## src/hw/rtl/cfp_pkg.sv

```systemverilog
`timescale 1ns / 1ps

package cfp_pkg;

	localparam int OUT_W   = 25;
	localparam int VEC_W   = 36;
	localparam int ANG_W   = 27;
	localparam int SAT_W   = 60;
	localparam int ATAN_N  = 24;
	localparam int ATAN_IW = 5;

	localparam int MUL_A_W = 33;
	localparam int MUL_B_W = 25;
	localparam int MUL_P_W = MUL_A_W + MUL_B_W;

	localparam int DIV_W      = 48;
	localparam int DIV_DIGITS = DIV_W / 2;
	localparam int DIV_R_W    = 7;
	localparam int DIV_K      = 125;

	localparam int SUM_W = 43;
	localparam int ACC_W = 60;
	localparam int P_W   = 71;
	localparam int INC_W = 41;

	localparam logic signed [OUT_W-1:0] DEG180 = 25'sd11796480;
	localparam logic [16:0] ALPHA_ONE = 17'd65536;
	localparam logic [P_W-1:0] INC_ROUND = 71'd128000;
	localparam logic [P_W-1:0] INC_LIMIT = (71'd256000 << 40) + INC_ROUND;
	localparam logic [INC_W-1:0] INC_CAP = 41'd1 << 40;
	localparam logic signed [ACC_W-1:0] BLEND_ROUND = 60'sd32768;

	localparam logic REG_BLEND_WEIGHT   = 1'b0;
	localparam logic REG_RATE_PER_COUNT = 1'b1;

	typedef enum logic [3:0] {
		ST_IDLE,
		ST_MAG,
		ST_P0,
		ST_P1,
		ST_P2,
		ST_DIV,
		ST_SUM,
		ST_B0,
		ST_B1,
		ST_B2,
		ST_B3,
		ST_OUT
	} state_t;

	function automatic logic signed [ANG_W-1:0] atan_q16(input logic [ATAN_IW-1:0] idx);
		logic signed [ANG_W-1:0] v;
		case (idx)
			5'd0:  v = 27'sd2949120;
			5'd1:  v = 27'sd1740967;
			5'd2:  v = 27'sd919879;
			5'd3:  v = 27'sd466945;
			5'd4:  v = 27'sd234379;
			5'd5:  v = 27'sd117304;
			5'd6:  v = 27'sd58666;
			5'd7:  v = 27'sd29335;
			5'd8:  v = 27'sd14668;
			5'd9:  v = 27'sd7334;
			5'd10: v = 27'sd3667;
			5'd11: v = 27'sd1833;
			5'd12: v = 27'sd917;
			5'd13: v = 27'sd458;
			5'd14: v = 27'sd229;
			5'd15: v = 27'sd115;
			5'd16: v = 27'sd57;
			5'd17: v = 27'sd29;
			5'd18: v = 27'sd14;
			5'd19: v = 27'sd7;
			5'd20: v = 27'sd4;
			5'd21: v = 27'sd2;
			5'd22: v = 27'sd1;
			default: v = 27'sd0;
		endcase
		return v;
	endfunction

	function automatic logic signed [OUT_W-1:0] sat180(input logic signed [SAT_W-1:0] v);
		logic signed [OUT_W-1:0] r;
		if (v > SAT_W'(DEG180))
			r = DEG180;
		else if (v < -SAT_W'(DEG180))
			r = -DEG180;
		else
			r = v[OUT_W-1:0];
		return r;
	endfunction

endpackage

```

## src/hw/rtl/cfp_mul.sv

```systemverilog
`timescale 1ns / 1ps

module cfp_mul
	import cfp_pkg::*;
(
	input  logic                        clk,
	input  logic signed [MUL_A_W-1:0]   a,
	input  logic signed [MUL_B_W-1:0]   b,
	output logic signed [MUL_P_W-1:0]   p_q
);

	always_ff @(posedge clk) begin
		p_q <= a * b;
	end

endmodule

```

## src/hw/rtl/cfp_div.sv

```systemverilog
`timescale 1ns / 1ps

module cfp_div
	import cfp_pkg::*;
(
	input  logic             clk,
	input  logic             arst_n,
	input  logic             start,
	input  logic [DIV_W-1:0] dividend,
	output logic             done,
	output logic [DIV_W-1:0] quotient
);

	localparam int CW = $clog2(DIV_DIGITS + 1);

	logic               busy_q;
	logic [CW-1:0]      cnt_q;
	logic [DIV_W-1:0]   num_q;
	logic [DIV_R_W-1:0] rem_q;
	logic [DIV_R_W+1:0] trial;
	logic [DIV_R_W+1:0] rem_d;
	logic [1:0]         digit;

	always_comb begin
		trial = {rem_q, num_q[DIV_W-1 -: 2]};
		if (trial >= 9'(3 * DIV_K)) begin
			digit = 2'd3;
			rem_d = trial - 9'(3 * DIV_K);
		end else if (trial >= 9'(2 * DIV_K)) begin
			digit = 2'd2;
			rem_d = trial - 9'(2 * DIV_K);
		end else if (trial >= 9'(DIV_K)) begin
			digit = 2'd1;
			rem_d = trial - 9'(DIV_K);
		end else begin
			digit = 2'd0;
			rem_d = trial;
		end
	end

	always_ff @(posedge clk or negedge arst_n) begin
		if (!arst_n) begin
			busy_q <= 1'b0;
			cnt_q  <= '0;
		end else if (start) begin
			busy_q <= 1'b1;
			cnt_q  <= '0;
		end else if (busy_q) begin
			cnt_q <= cnt_q + 1'b1;
			if (cnt_q == CW'(DIV_DIGITS - 1))
				busy_q <= 1'b0;
		end
	end

	always_ff @(posedge clk) begin
		if (start) begin
			num_q <= dividend;
			rem_q <= '0;
		end else if (busy_q) begin
			num_q <= {num_q[DIV_W-3:0], digit};
			rem_q <= rem_d[DIV_R_W-1:0];
		end
	end

	assign done     = !busy_q;
	assign quotient = num_q;

endmodule

```

## src/hw/rtl/cfp_cordic.sv

```systemverilog
`timescale 1ns / 1ps

module cfp_cordic
	import cfp_pkg::*;
#(
	parameter int STEPS = 16
) (
	input  logic                    clk,
	input  logic                    arst_n,
	input  logic                    start,
	input  logic signed [15:0]      ax,
	input  logic signed [15:0]      az,
	output logic                    done,
	output logic signed [OUT_W-1:0] pitch
);

	localparam int CW = $clog2(STEPS + 1);

	logic                    busy_q;
	logic [CW-1:0]           cnt_q;
	logic                    zero_q;
	logic signed [VEC_W-1:0] vx_q;
	logic signed [VEC_W-1:0] vy_q;
	logic signed [ANG_W-1:0] ang_q;
	logic signed [VEC_W-1:0] vx_init;
	logic signed [VEC_W-1:0] vy_init;
	logic signed [VEC_W-1:0] dx;
	logic signed [VEC_W-1:0] dy;
	logic signed [ANG_W-1:0] step_ang;

	always_comb begin
		vx_init = VEC_W'(az) <<< 16;
		vy_init = VEC_W'(ax) <<< 16;
		if (az[15]) begin
			vx_init = -vx_init;
			vy_init = -vy_init;
		end
		dx       = vy_q >>> cnt_q;
		dy       = vx_q >>> cnt_q;
		step_ang = atan_q16(ATAN_IW'(cnt_q));
	end

	always_ff @(posedge clk or negedge arst_n) begin
		if (!arst_n) begin
			busy_q <= 1'b0;
			cnt_q  <= '0;
		end else if (start) begin
			busy_q <= 1'b1;
			cnt_q  <= '0;
		end else if (busy_q) begin
			cnt_q <= cnt_q + 1'b1;
			if (cnt_q == CW'(STEPS - 1))
				busy_q <= 1'b0;
		end
	end

	always_ff @(posedge clk) begin
		if (start) begin
			vx_q   <= vx_init;
			vy_q   <= vy_init;
			zero_q <= (ax == 16'sd0) && (az == 16'sd0);
			if (!az[15])
				ang_q <= '0;
			else if (!ax[15])
				ang_q <= ANG_W'(DEG180);
			else
				ang_q <= -ANG_W'(DEG180);
		end else if (busy_q) begin
			if (!vy_q[VEC_W-1]) begin
				vx_q  <= vx_q + dx;
				vy_q  <= vy_q - dy;
				ang_q <= ang_q + step_ang;
			end else begin
				vx_q  <= vx_q - dx;
				vy_q  <= vy_q + dy;
				ang_q <= ang_q - step_ang;
			end
		end
	end

	assign done  = !busy_q;
	assign pitch = zero_q ? '0 : sat180(SAT_W'(ang_q));

endmodule

```

## src/hw/rtl/complementary_filter_pitch.sv

```systemverilog
`timescale 1ns / 1ps

// Complementary-filter pitch estimator.
// s_axis carries one IMU sample per request; m_axis carries one result per
// sample: the filtered pitch and the accelerometer-only pitch, both Q9.16
// degrees. Registers blend_weight (index 0) and rate_per_count (index 1)
// are written through cfg_we / cfg_index / cfg_wdata; the user must write
// them only while the block is idle, which the block itself does not enforce.
// The path from an accepted sample to m_axis_tvalid runs through the
// 24-step radix-4 divide by 125 that scales the gyro increment; the CORDIC
// (CORDIC_STEPS iterations) runs alongside it, and one shared multiplier
// serves all six products in turn. s_axis_tready is high only while no
// sample is in work, so the last result must reach the output register first.
// A finished result sits in the output register; if m_axis_tready is low
// the next sample is still taken and its result holds until the register
// frees.
// Reset clears the last timestamp and the pitch to zero and restores the
// register reset values.
module complementary_filter_pitch
	import cfp_pkg::*;
#(
	parameter int CORDIC_STEPS = 16
) (
	input  logic        clk,
	input  logic        arst_n,
	input  logic        s_axis_tvalid,
	output logic        s_axis_tready,
	input  logic [79:0] s_axis_tdata,  // accel_x_raw, accel_z_raw, gyro_y_raw, timestamp_ms
	output logic        m_axis_tvalid,
	input  logic        m_axis_tready,
	output logic [55:0] m_axis_tdata,  // pitch_deg, accel_pitch_deg, zero pad
	input  logic        cfg_we,
	input  logic        cfg_index,
	input  logic [23:0] cfg_wdata
);

	state_t state_q, state_d;

	logic [16:0] alpha_q;
	logic [23:0] rate_q;
	logic [31:0] prev_q;
	logic signed [OUT_W-1:0] pitch_q;

	logic [31:0]             dt_q;
	logic                    gy_neg_q;
	logic [16:0]             gy_abs_q;
	logic [18:0]             mag_hi_q;
	logic [51:0]             plo_q;
	logic                    cap_q;
	logic signed [SUM_W-1:0] sum_q;
	logic signed [ACC_W-1:0] acc_q;
	logic signed [OUT_W-1:0] res_q;

	logic                    out_valid_q;
	logic signed [OUT_W-1:0] out_pitch_q;
	logic signed [OUT_W-1:0] out_accel_q;

	logic accept;
	logic out_load;
	logic signed [15:0] in_ax, in_az, in_gy;
	logic [31:0]        in_ts;
	logic signed [16:0] gy_ext;

	logic signed [MUL_A_W-1:0] mul_a;
	logic signed [MUL_B_W-1:0] mul_b;
	logic signed [MUL_P_W-1:0] prod_q;

	logic cordic_start;
	logic cordic_done;
	logic div_start;
	logic div_done;
	logic signed [OUT_W-1:0] accel_pitch;
	logic [DIV_W-1:0]        div_quot;

	logic [P_W-1:0]          p_full;
	logic [P_W-1:0]          p_round;
	logic [16:0]             alpha_eff;
	logic [16:0]             alpha_rest;
	logic [INC_W-1:0]        inc_mag;
	logic signed [SUM_W-1:0] inc_s;
	logic signed [SUM_W-1:0] sum_d;
	logic signed [ACC_W-1:0] total;
	logic signed [ACC_W-1:0] rounded;

	assign in_ax  = s_axis_tdata[15:0];
	assign in_az  = s_axis_tdata[31:16];
	assign in_gy  = s_axis_tdata[47:32];
	assign in_ts  = s_axis_tdata[79:48];
	assign gy_ext = 17'(in_gy);

	assign s_axis_tready = (state_q == ST_IDLE);
	assign accept        = s_axis_tvalid && s_axis_tready;
	assign out_load      = (state_q == ST_OUT) && (!out_valid_q || m_axis_tready);

	assign alpha_eff  = (alpha_q > ALPHA_ONE) ? ALPHA_ONE : alpha_q;
	assign alpha_rest = ALPHA_ONE - alpha_eff;

	assign p_full  = P_W'(plo_q) + {prod_q[50:0], 20'd0};
	assign p_round = p_full + INC_ROUND;
	assign inc_mag = cap_q ? INC_CAP : div_quot[INC_W-1:0];
	assign inc_s   = $signed({2'd0, inc_mag});
	assign sum_d   = SUM_W'(pitch_q) + (gy_neg_q ? -inc_s : inc_s);
	assign total   = acc_q + ACC_W'(prod_q);
	assign rounded = (total + BLEND_ROUND) >>> 16;

	cfp_cordic #(
		.STEPS(CORDIC_STEPS)
	) u_cordic (
		.clk   (clk),
		.arst_n(arst_n),
		.start (cordic_start),
		.ax    (in_ax),
		.az    (in_az),
		.done  (cordic_done),
		.pitch (accel_pitch)
	);

	cfp_div u_div (
		.clk     (clk),
		.arst_n  (arst_n),
		.start   (div_start),
		.dividend(p_round[58:11]),
		.done    (div_done),
		.quotient(div_quot)
	);

	cfp_mul u_mul (
		.clk(clk),
		.a  (mul_a),
		.b  (mul_b),
		.p_q(prod_q)
	);

	always_ff @(posedge clk or negedge arst_n) begin
		if (!arst_n)
			state_q <= ST_IDLE;
		else
			state_q <= state_d;
	end

	always_comb begin
		state_d      = state_q;
		cordic_start = 1'b0;
		div_start    = 1'b0;
		mul_a        = '0;
		mul_b        = '0;
		case (state_q)
			ST_IDLE: begin
				if (accept) begin
					cordic_start = 1'b1;
					state_d      = ST_MAG;
				end
			end
			ST_MAG: begin
				mul_a   = $signed({9'd0, rate_q});
				mul_b   = $signed({8'd0, gy_abs_q});
				state_d = ST_P0;
			end
			ST_P0: begin
				mul_a   = $signed({1'b0, dt_q});
				mul_b   = $signed({5'd0, prod_q[19:0]});
				state_d = ST_P1;
			end
			ST_P1: begin
				mul_a   = $signed({1'b0, dt_q});
				mul_b   = $signed({6'd0, mag_hi_q});
				state_d = ST_P2;
			end
			ST_P2: begin
				div_start = 1'b1;
				state_d   = ST_DIV;
			end
			ST_DIV: begin
				if (div_done)
					state_d = ST_SUM;
			end
			ST_SUM: begin
				state_d = ST_B0;
			end
			ST_B0: begin
				mul_a = $signed({12'd0, sum_q[20:0]});
				mul_b = $signed({8'd0, alpha_eff});
				if (cordic_done)
					state_d = ST_B1;
			end
			ST_B1: begin
				mul_a   = MUL_A_W'($signed(sum_q[SUM_W-1:21]));
				mul_b   = $signed({8'd0, alpha_eff});
				state_d = ST_B2;
			end
			ST_B2: begin
				mul_a   = MUL_A_W'(accel_pitch);
				mul_b   = $signed({8'd0, alpha_rest});
				state_d = ST_B3;
			end
			ST_B3: begin
				state_d = ST_OUT;
			end
			ST_OUT: begin
				if (out_load)
					state_d = ST_IDLE;
			end
			default: begin
				state_d = ST_IDLE;
			end
		endcase
	end

	always_ff @(posedge clk or negedge arst_n) begin
		if (!arst_n) begin
			alpha_q     <= 17'd64225;
			rate_q      <= 24'd128070;
			prev_q      <= '0;
			pitch_q     <= '0;
			out_valid_q <= 1'b0;
		end else begin
			if (cfg_we) begin
				case (cfg_index)
					REG_BLEND_WEIGHT:   alpha_q <= cfg_wdata[16:0];
					REG_RATE_PER_COUNT: rate_q  <= cfg_wdata;
					default: ;
				endcase
			end
			if (accept)
				prev_q <= in_ts;
			if (out_load) begin
				pitch_q     <= res_q;
				out_valid_q <= 1'b1;
			end else if (m_axis_tready) begin
				out_valid_q <= 1'b0;
			end
		end
	end

	always_ff @(posedge clk) begin
		if (accept) begin
			dt_q     <= in_ts - prev_q;
			gy_neg_q <= in_gy[15];
			gy_abs_q <= in_gy[15] ? 17'(-gy_ext) : 17'(gy_ext);
		end
		case (state_q)
			ST_P0: mag_hi_q <= prod_q[38:20];
			ST_P1: plo_q    <= prod_q[51:0];
			ST_P2: cap_q    <= (p_full >= INC_LIMIT);
			ST_SUM: sum_q   <= sum_d;
			ST_B1: acc_q    <= ACC_W'(prod_q);
			ST_B2: acc_q    <= acc_q + (ACC_W'(prod_q) <<< 21);
			ST_B3: res_q    <= sat180(SAT_W'(rounded));
			default: ;
		endcase
		if (out_load) begin
			out_pitch_q <= res_q;
			out_accel_q <= accel_pitch;
		end
	end

	assign m_axis_tvalid = out_valid_q;
	assign m_axis_tdata  = {6'd0, out_accel_q, out_pitch_q};

endmodule

```

## config.mk

```make
export PLATFORM = sky130hd
export DESIGN_NAME = complementary_filter_pitch
export DESIGN_NICKNAME = d
export VERILOG_FILES = /design/src/hw/rtl/cfp_pkg.sv /design/src/hw/rtl/cfp_mul.sv /design/src/hw/rtl/cfp_div.sv /design/src/hw/rtl/cfp_cordic.sv /design/src/hw/rtl/complementary_filter_pitch.sv
export SDC_FILE = /design/constraint.sdc
export NUM_CORES = 2
export LEC_CHECK = 0
export BUFFER_PORTS_ARGS = -buffer_cell sky130_fd_sc_hd__buf_2
export CORE_MARGIN = 8
export CORE_UTILIZATION = 45
export DETAILED_ROUTE_END_ITERATION = 16
export GPL_ROUTABILITY_DRIVEN = 0
export MAX_ROUTING_LAYER = met4
export PLACE_DENSITY = 0.72
export SYNTH_ARGS = -nofsm -noshare
export SYNTH_HDL_FRONTEND = slang
export SYNTH_SLANG_ARGS = --single-unit
```

## constraint.sdc

```tcl
create_clock -name clk -period 10.8 [get_ports clk]
set_clock_uncertainty 0.1 [all_clocks]
set_input_delay 2.16 -clock clk [delete_from_list [all_inputs] [get_ports clk]]
set_output_delay 2.16 -clock clk [all_outputs]
set_load 0.05 [all_outputs]
```

# After elaboration in Yosys (flattened, before gate mapping)
# Memory sizes are Yosys's and may differ from the RTL's.
# Index checks and enable logic that the tools add are counted.
[op_classes]
n_div = 0
addsub = 23
multipliers = 1
n_reduce_logical = 18
n_shift = 2
bitwise = 1
n_lt_le_gt_ge = 9
mux = 52
n_eq_ne = 17
[op_table]
columns = ["cell", "count"]
rows = [
  ["two-way mux 36 bit", 8],
  ["case mux 33 bit (5 select lines)", 1],
  ["two-way mux 27 bit", 5],
  ["case mux 60 bit (2 select lines)", 1],
  ["two-way mux 25 bit", 4],
  ["case mux 20 bit (5 select lines)", 1],
  ["two-way mux 48 bit", 2],
  ["adder 36 bit", 2],
  ["negator 32 -> 36 bit", 2],
  [">>> shifter 36 x 5 -> 36 bit", 2],
  ["subtractor 36 bit", 2],
  ["adder 52 x 71 -> 71 bit", 1],
  [">= comparator 71 x 58 -> 1 bit, second input constant", 1],
  ["adder 60 x 17 -> 60 bit, second input constant", 1],
  ["adder 60 x 54 -> 60 bit", 1],
  ["adder 60 bit", 1],
  ["adder 59 x 17 -> 59 bit, second input constant", 1],
  ["multiplier 33 x 21 -> 54 bit", 1],
  ["case mux 4 bit (12 select lines)", 1],
  ["> comparator 44 x 25 -> 1 bit, second input constant", 1],
  ["< comparator 44 x 25 -> 1 bit, second input constant", 1],
  ["adder 25 x 43 -> 43 bit", 1],
  ["two-way mux 43 bit", 1],
  ["negator 41 -> 43 bit", 1],
  ["other kinds (39)", 80],
]
[totals]
latchBits = 0
ram_bits = 0
out_inout_bits = 58
regBits = 624
input_bits = 110
memories = 1
rom_bits = 704
elab_cells = 154
[mem_list]
columns = ["name", "words", "word_bits", "rd", "rd_ports_with_merged_regs", "wr", "line", "source"]
rows = [
  ["(name not given)", 32, 22, 1, 0, 0, "cfp_pkg.sv:53", "case (idx)"],
]

# Longest topological paths before layout
[logic_depth]
ltp_word = 6
depth_mapped = 40
ltp_nobuf = 39

# By module
# Synthesis repeated with hierarchy kept, for this count alone.
[unflattened]
hier_cells = 8690
hier_area_um2 = 81376.8
[modules_own_cells]
columns = ["mod", "seq_area_each_um2", "n_inst", "area_each_um2", "cells_per_inst"]
rows = [
  ["cfp_mul", 1161.1, 1, 30146.4, 3206],
  ["complementary_filter_pitch", 11609.9, 1, 29849.9, 3127],
  ["cfp_cordic", 3153.0, 1, 18237.5, 2120],
  ["cfp_div", 1731.7, 1, 3143.0, 237],
]

# Least setup slack after synthesis
# OpenSTA, ideal clock, no wires.
[synth_timing]
path_type = "reg-to-reg"
from = "register state_q[2]"
to = "register u_mul.p_q[45]"
slack_ns = 0.110
n_path_buf = 4
setup_time_ns = 0.125
path_stages_with_launch = 33
t_arrival_ns = 10.465
required_time_ns = 10.575
period_less_slack_ns = 10.690
path_cell_list = "dfrtp_1 > clkbuf_1 > or2_2 > clkbuf_1 > nor2_1 > a22o_1 > clkbuf_1 > clkbuf_1 > nand2_1 > fa_1 > inv_1 > fa_1 > fa_1 > fa_1 > fa_1 > fa_1 > inv_1 > fa_1 > inv_1 > ha_1 > a21oi_1 > o21bai_1 > a21oi_1 > o21ai_0 > and3_1 > a221o_1 > a31oi_1 > o21ai_0 > nand2_1 > a21boi_0 > a21o_1 > a21oi_1 > xnor2_1"
[synth_between]
elab_chain_len = 4
word_cells_on_any_way = 11
classes_between = "mul (1); eq/ne (6); mux (2); reduce/logical (2)"
[synth_rtl]
columns = ["item", "line", "source"]
rows = [
  ["start, declared", "complementary_filter_pitch.sv:37", "state_t state_q, state_d;"],
  ["start signal, assigned", "complementary_filter_pitch.sv:138", "state_q <= state_d;"],
  ["== test 4 x 2 -> 1 bit, or another cell as far along", "complementary_filter_pitch.sv:147", "case (state_q)"],
  ["OR reduction 2 bit (no source line)", "--", ""],
  ["case mux 33 bit (5 select lines) or case mux 20 bit (5 select lines) (tied branches)", "complementary_filter_pitch.sv:147", ""],
  ["multiplier 33 x 21 -> 54 bit *", "cfp_mul.sv:13", "p_q <= a * b;"],
  ["end signal, assigned", "cfp_mul.sv:13", ""],
  ["end, declared", "cfp_mul.sv:9", "output logic signed [MUL_P_W-1:0] p_q"],
]
# Mark *: on every way between the ends. The rest lies on a longest branch, timed or not.
# A chain may end at the register's enable or synchronous reset.

# Worst setup path in the final report
[layout_timing]
from = "register alpha_q[2]"
to = "register u_mul.p_q[45]"
[layout_between]
elab_chain_len = 5
[layout_rtl]
columns = ["item", "line", "source"]
rows = [
  ["start, declared", "complementary_filter_pitch.sv:39", "logic [16:0] alpha_q;"],
  ["start signal, assigned", "complementary_filter_pitch.sv:219", "REG_BLEND_WEIGHT: alpha_q <= cfg_wdata[16:0];"],
  ["> comparator 17 bit", "complementary_filter_pitch.sv:95", "assign alpha_eff = (alpha_q > ALPHA_ONE) ? ALPHA_ONE : alpha_q;"],
  ["two-way mux 17 bit *", "complementary_filter_pitch.sv:95", ""],
  ["subtractor 17 bit", "complementary_filter_pitch.sv:96", "assign alpha_rest = ALPHA_ONE - alpha_eff;"],
  ["case mux 20 bit (5 select lines) *", "complementary_filter_pitch.sv:147", ""],
  ["multiplier 33 x 21 -> 54 bit *", "cfp_mul.sv:13", ""],
]
# Marked as above.

==> results by group <==
Outcome
  – Run status: complete, no violations

Placed design
  – Setup WS pre-CTS: between 0.15 and 0.2 ns
  – Placed Area: approximately 76000 sq um
  – I/O Buffers: ~160
  – DP HPWL: 184 mm

Layout
  – Layout Nets: around 9300
  – Fillers: 14700
  – Area grow syn2layout: 8.04%
  – FF/Latch Area: roughly 18000 sq um
  – Multi-input logic area: about 50000 sq um
  – Final Util: 0.490
  – Post-route cell area: 78800 sq um
  – Fraction of layout cells with a size suffix above 1: 0.0940

Synthesis
  – Post-Syn Instances: between 7000 and 8000
  – Number of synthesized flops with an enable pin: 448
  – Post-Syn Area per Cell: 9.14 sq um
  – Mux cell area share after synthesis: 0.0586
  – Distinct cells, synth: approximately 110
  – Seq/Total Area, Yosys: 0.241
  – Synth area leader: edfxtp_1
  – Synth Register Bits: 624
  – Compound-Gate Fraction of Synth Area: 0.146
  – Post-synthesis xor/xnor area fraction: 0.0620
  – Cell Area, Synth: about 73000 sq um
  – Adder-Cell Fraction of Synth Area: 0.270
  – Post-Synth Simple-Gate Area: 0.150
  – Ys flop type: edfxtp_1
  – Synth warn: 0
  – Synth top area share: 0.184
  – Largest family of logic cells by synthesized area: adder cells
  – Synth area leaders: edfxtp_1 (18%), fa_1 (18%), ha_1 (8.9%)
  – Async SR Flop Fraction: 0.184

GRT
  – Gr ovfl total: 0
  – Pin count of the biggest net entering global routing: 109
  – Vias in the first global route: 60800
  – Initial antenna violation count: 10
  – First-pass GRT wire length: roughly 350 mm
  – Tot GR Track Use: 0.267

Setup path
  – Crit path DAT: 10.88 ns
  – Top delay family on crit path: adder cells
  – Crit path buf inv count: 5
  – Crit-path max cell delay: ~0.54 ns
  – Most frequent CP cell: fa_1
  – Kind of end point of the critical path: flip-flop
  – Slowest stage cell, crit path: fa_1
  – CP Launch Type: flip-flop
  – Maximum fanout along the worst path: 12
  – WS Path Type: flip-flop to flip-flop
  – Worst Path Required: 11.33 ns

STA
  – RSZ-0062 raised after global routing: false
  – Post-route setup slack: about 0.45 ns
  – Fin crit share: 0.958
  – Final setup TNS: 0 ns
  – FMAX: 96.6 MHz
  – Slew HR: 0.187
  – Endpoints failing setup: 0
  – Final hold viol count: 0
  – Min Tclk post-route: between 10 and 15 ns
  – Max-slew violation count: 0
  – Worst-Margin Slew: ~1.2 ns

Clock tree
  – Reg clk slew, reported paths: around 0.060 ns
  – TritonCTS clock tree: yes
  – Num CTS Buffers: 75
  – Worst-case clock buffer depth: 3
  – Worst-skew pair later-pin latency: between 0.7 and 0.8 ns
  – Clock root cell: clkbuf_16
  – H-tree depth: 3
  – CTS Sinks: roughly 620

Pwr
  – Switching share of power: 0.518
  – Sequential share of power: 0.185
  – Comb power frac: 0.721
  – Internal Power: around 14 mW
  – Cell area power density: 357 nW/um^2
  – Total power: around 28 mW
  – Switching pwr: approximately 15 mW
  – Max VDD drop: about 0.4 mV
  – Static leakage: 34.9 nW
  – Clock power frac: 0.094

Drt
  – First-iteration detailed-routing DRC count: between 6000 and 7000
  – Post-DRT Antenna Nets: 0
  – Via density: 5.97
  – Pre-antenna DRT Iters: 14
  – DRC violations left: 0
  – Routed wire per std cell: about 23 microns
  – Routed WL: 233 mm
  – Vias: just over 60000

Die
  – Starting Density: 0.454
  – Core area: 161000 sq um
  – FP Rows: about 150
  – Top Ports: about 170
  – Die height: 419 microns
  – Die area: 175000 sq um
  – Chip Width: 419 microns

Job
  – MaxCap Viol Count: 0

Worst hold path
  – Hold Crit Class: flip-flop to flip-flop
==> final timing paths <==
check / start / endpoint / depth (start not counted) / slack, ns
max in group asynchronous: arst_n / rate_q[18] / 2 / 7.84
worst max register to register: alpha_q[2] / u_mul.p_q[45] / 36 / 0.45
worst max-delay path: alpha_q[2] / u_mul.p_q[45] / 36 / 0.45
min in group asynchronous: arst_n / m_axis_tvalid / 1 / 1.40
worst min register to register: res_q[0] / out_pitch_q[0] / 0 / 0.35
worst min-delay path: res_q[0] / out_pitch_q[0] / 0 / 0.35
==> final cells by class <==
class                   count  share of cell area
clock buffers             106              0.0267
repair buffers            309              0.0248
diodes                      7            0.000222
multi-input cells        6061               0.639
clock inverters            34             0.00619
inverters                 964              0.0460
flip-flops and latches    624               0.223
well taps                2160              0.0343
==> cells in the mapped netlist, types with 13 or more instances <==
cell and n:
and2_1 108, clkbuf_1 266, nor3_1 110, mux2i_1 74
mux4_2 67, a21oi_1 484, o21ai_0 402, o22ai_1 27
dfrtp_1 96, o41ai_1 27, mux4_1 24, ha_1 517
a21o_1 177, dfstp_2 19, dfxtp_1 61, fa_1 660
nand4_1 73, nand2b_1 80, buf_1 17, xnor2_1 321
a21boi_0 22, o31ai_1 35, inv_1 961, nor2b_1 81
or2_2 36, a31oi_1 60, nor2_1 705, nand3_1 120
o21bai_1 63, a22oi_1 75, buf_4 21, nor4_1 41
xor2_1 195, edfxtp_1 448, buf_6 13, nand2_1 840
and3_1 53, a211oi_1 57, o21a_1 62, buf_2 14
or4_1 15, mux2_2 122, o211ai_1 34, or3_1 44
==> power groups by stage <==
stage                     Combinational (mW)  Clock, mW  Sequential [mW]
final                                   20.3       2.66             5.19
after global placement                  19.2          0             5.15
after floorplan                         15.0          0             4.57
after global routing                    22.1       2.77             5.24
after CTS                               19.8       2.69             5.13
after detailed placement                19.7          0             5.17
==> sequential cells by signal, summed over array words and instances (netlist names), 24 cells and up <==
name / cells
acc_q: 60
dt_q: 32
out_accel_q: 25
out_pitch_q: 25
pitch_q: 25
plo_q: 52
prev_q: 32
rate_q: 24
res_q: 25
sum_q: 43
u_cordic.ang_q: 27
u_cordic.vx_q: 36
u_cordic.vy_q: 36
u_div.quotient: 48
u_mul.p_q: 54
==> per-stage QoR <==
stage | cells | hold slack [ns]
final | 10300 | 0.350
after global routing | 10300 | 0.363
after CTS | 10300 | 0.351
after detailed placement | 10100 | 0.337
after global placement | 10100 | 0.332
after floorplan | 7994 | 0.320
==> kinds of logic (layout without fill, tap and decap cells) <==
group                      Yosys count  count (layout)
xor gates and xnor gates           516             516
and+or+nand+nor                   2380            2380
buffers and inverters             1309            1413
adders and majority gates         1177            1177
DFF                                624             624
muxes                              288             288
other                                2              20
AOI/OAI and AO/OA                 1687            1687
==> worst reg2reg max path: cells and delay by family, from the launching register on <==
family / cells / cell delay (ns)
buffers and inverters: 5 / 0.60
XOR/XNOR: 1 / 0.13
flip-flops: 1 / 0.41
AND/OR/NAND/NOR: 10 / 2.34
AO/OA/AOI/OAI: 12 / 2.72
adder cells (fa/ha/maj): 8 / 3.97
==> cell usage in the layout (no fill, tap or decap), types with 62 or more instances in the layout <==
cell / count
a21o_1: 176
a21oi_1: 481
a22oi_1: 74
and2_1: 109
buf_2: 160
buf_4: 145
clkbuf_16: 75
dfrtp_1: 91
edfxtp_1: 448
fa_1: 660
ha_1: 517
inv_1: 959
mux2_2: 122
mux2i_1: 74
mux4_2: 67
nand2_1: 836
nand2b_1: 79
nand3_1: 120
nand4_1: 73
nor2_1: 696
nor2b_1: 80
nor3_1: 108
o21a_1: 62
o21ai_0: 399
xnor2_1: 321
xor2_1: 195
==> routing by layer <==
layer | routed length (microns) | track usage | vias up
li1 | - | - | 27400
met1 | 85700 | 0.317 | 29800
met2 | 103000 | 0.400 | 3258
met3 | 22400 | 0.0534 | 888
met4 | 22100 | 0.199 | 0
met5 | 0 | - | -
==> repair_timing <==
| item | CTS | global route |
|---|---|---|
| gates resized for setup | 0 | 13 |
| setup buffers | 0 | 5 |
| hold buffers | 0 | 0 |
| endpoints found under the setup margin | 0 | 10 |
Note: power is estimated with default switching activity, not from simulation.
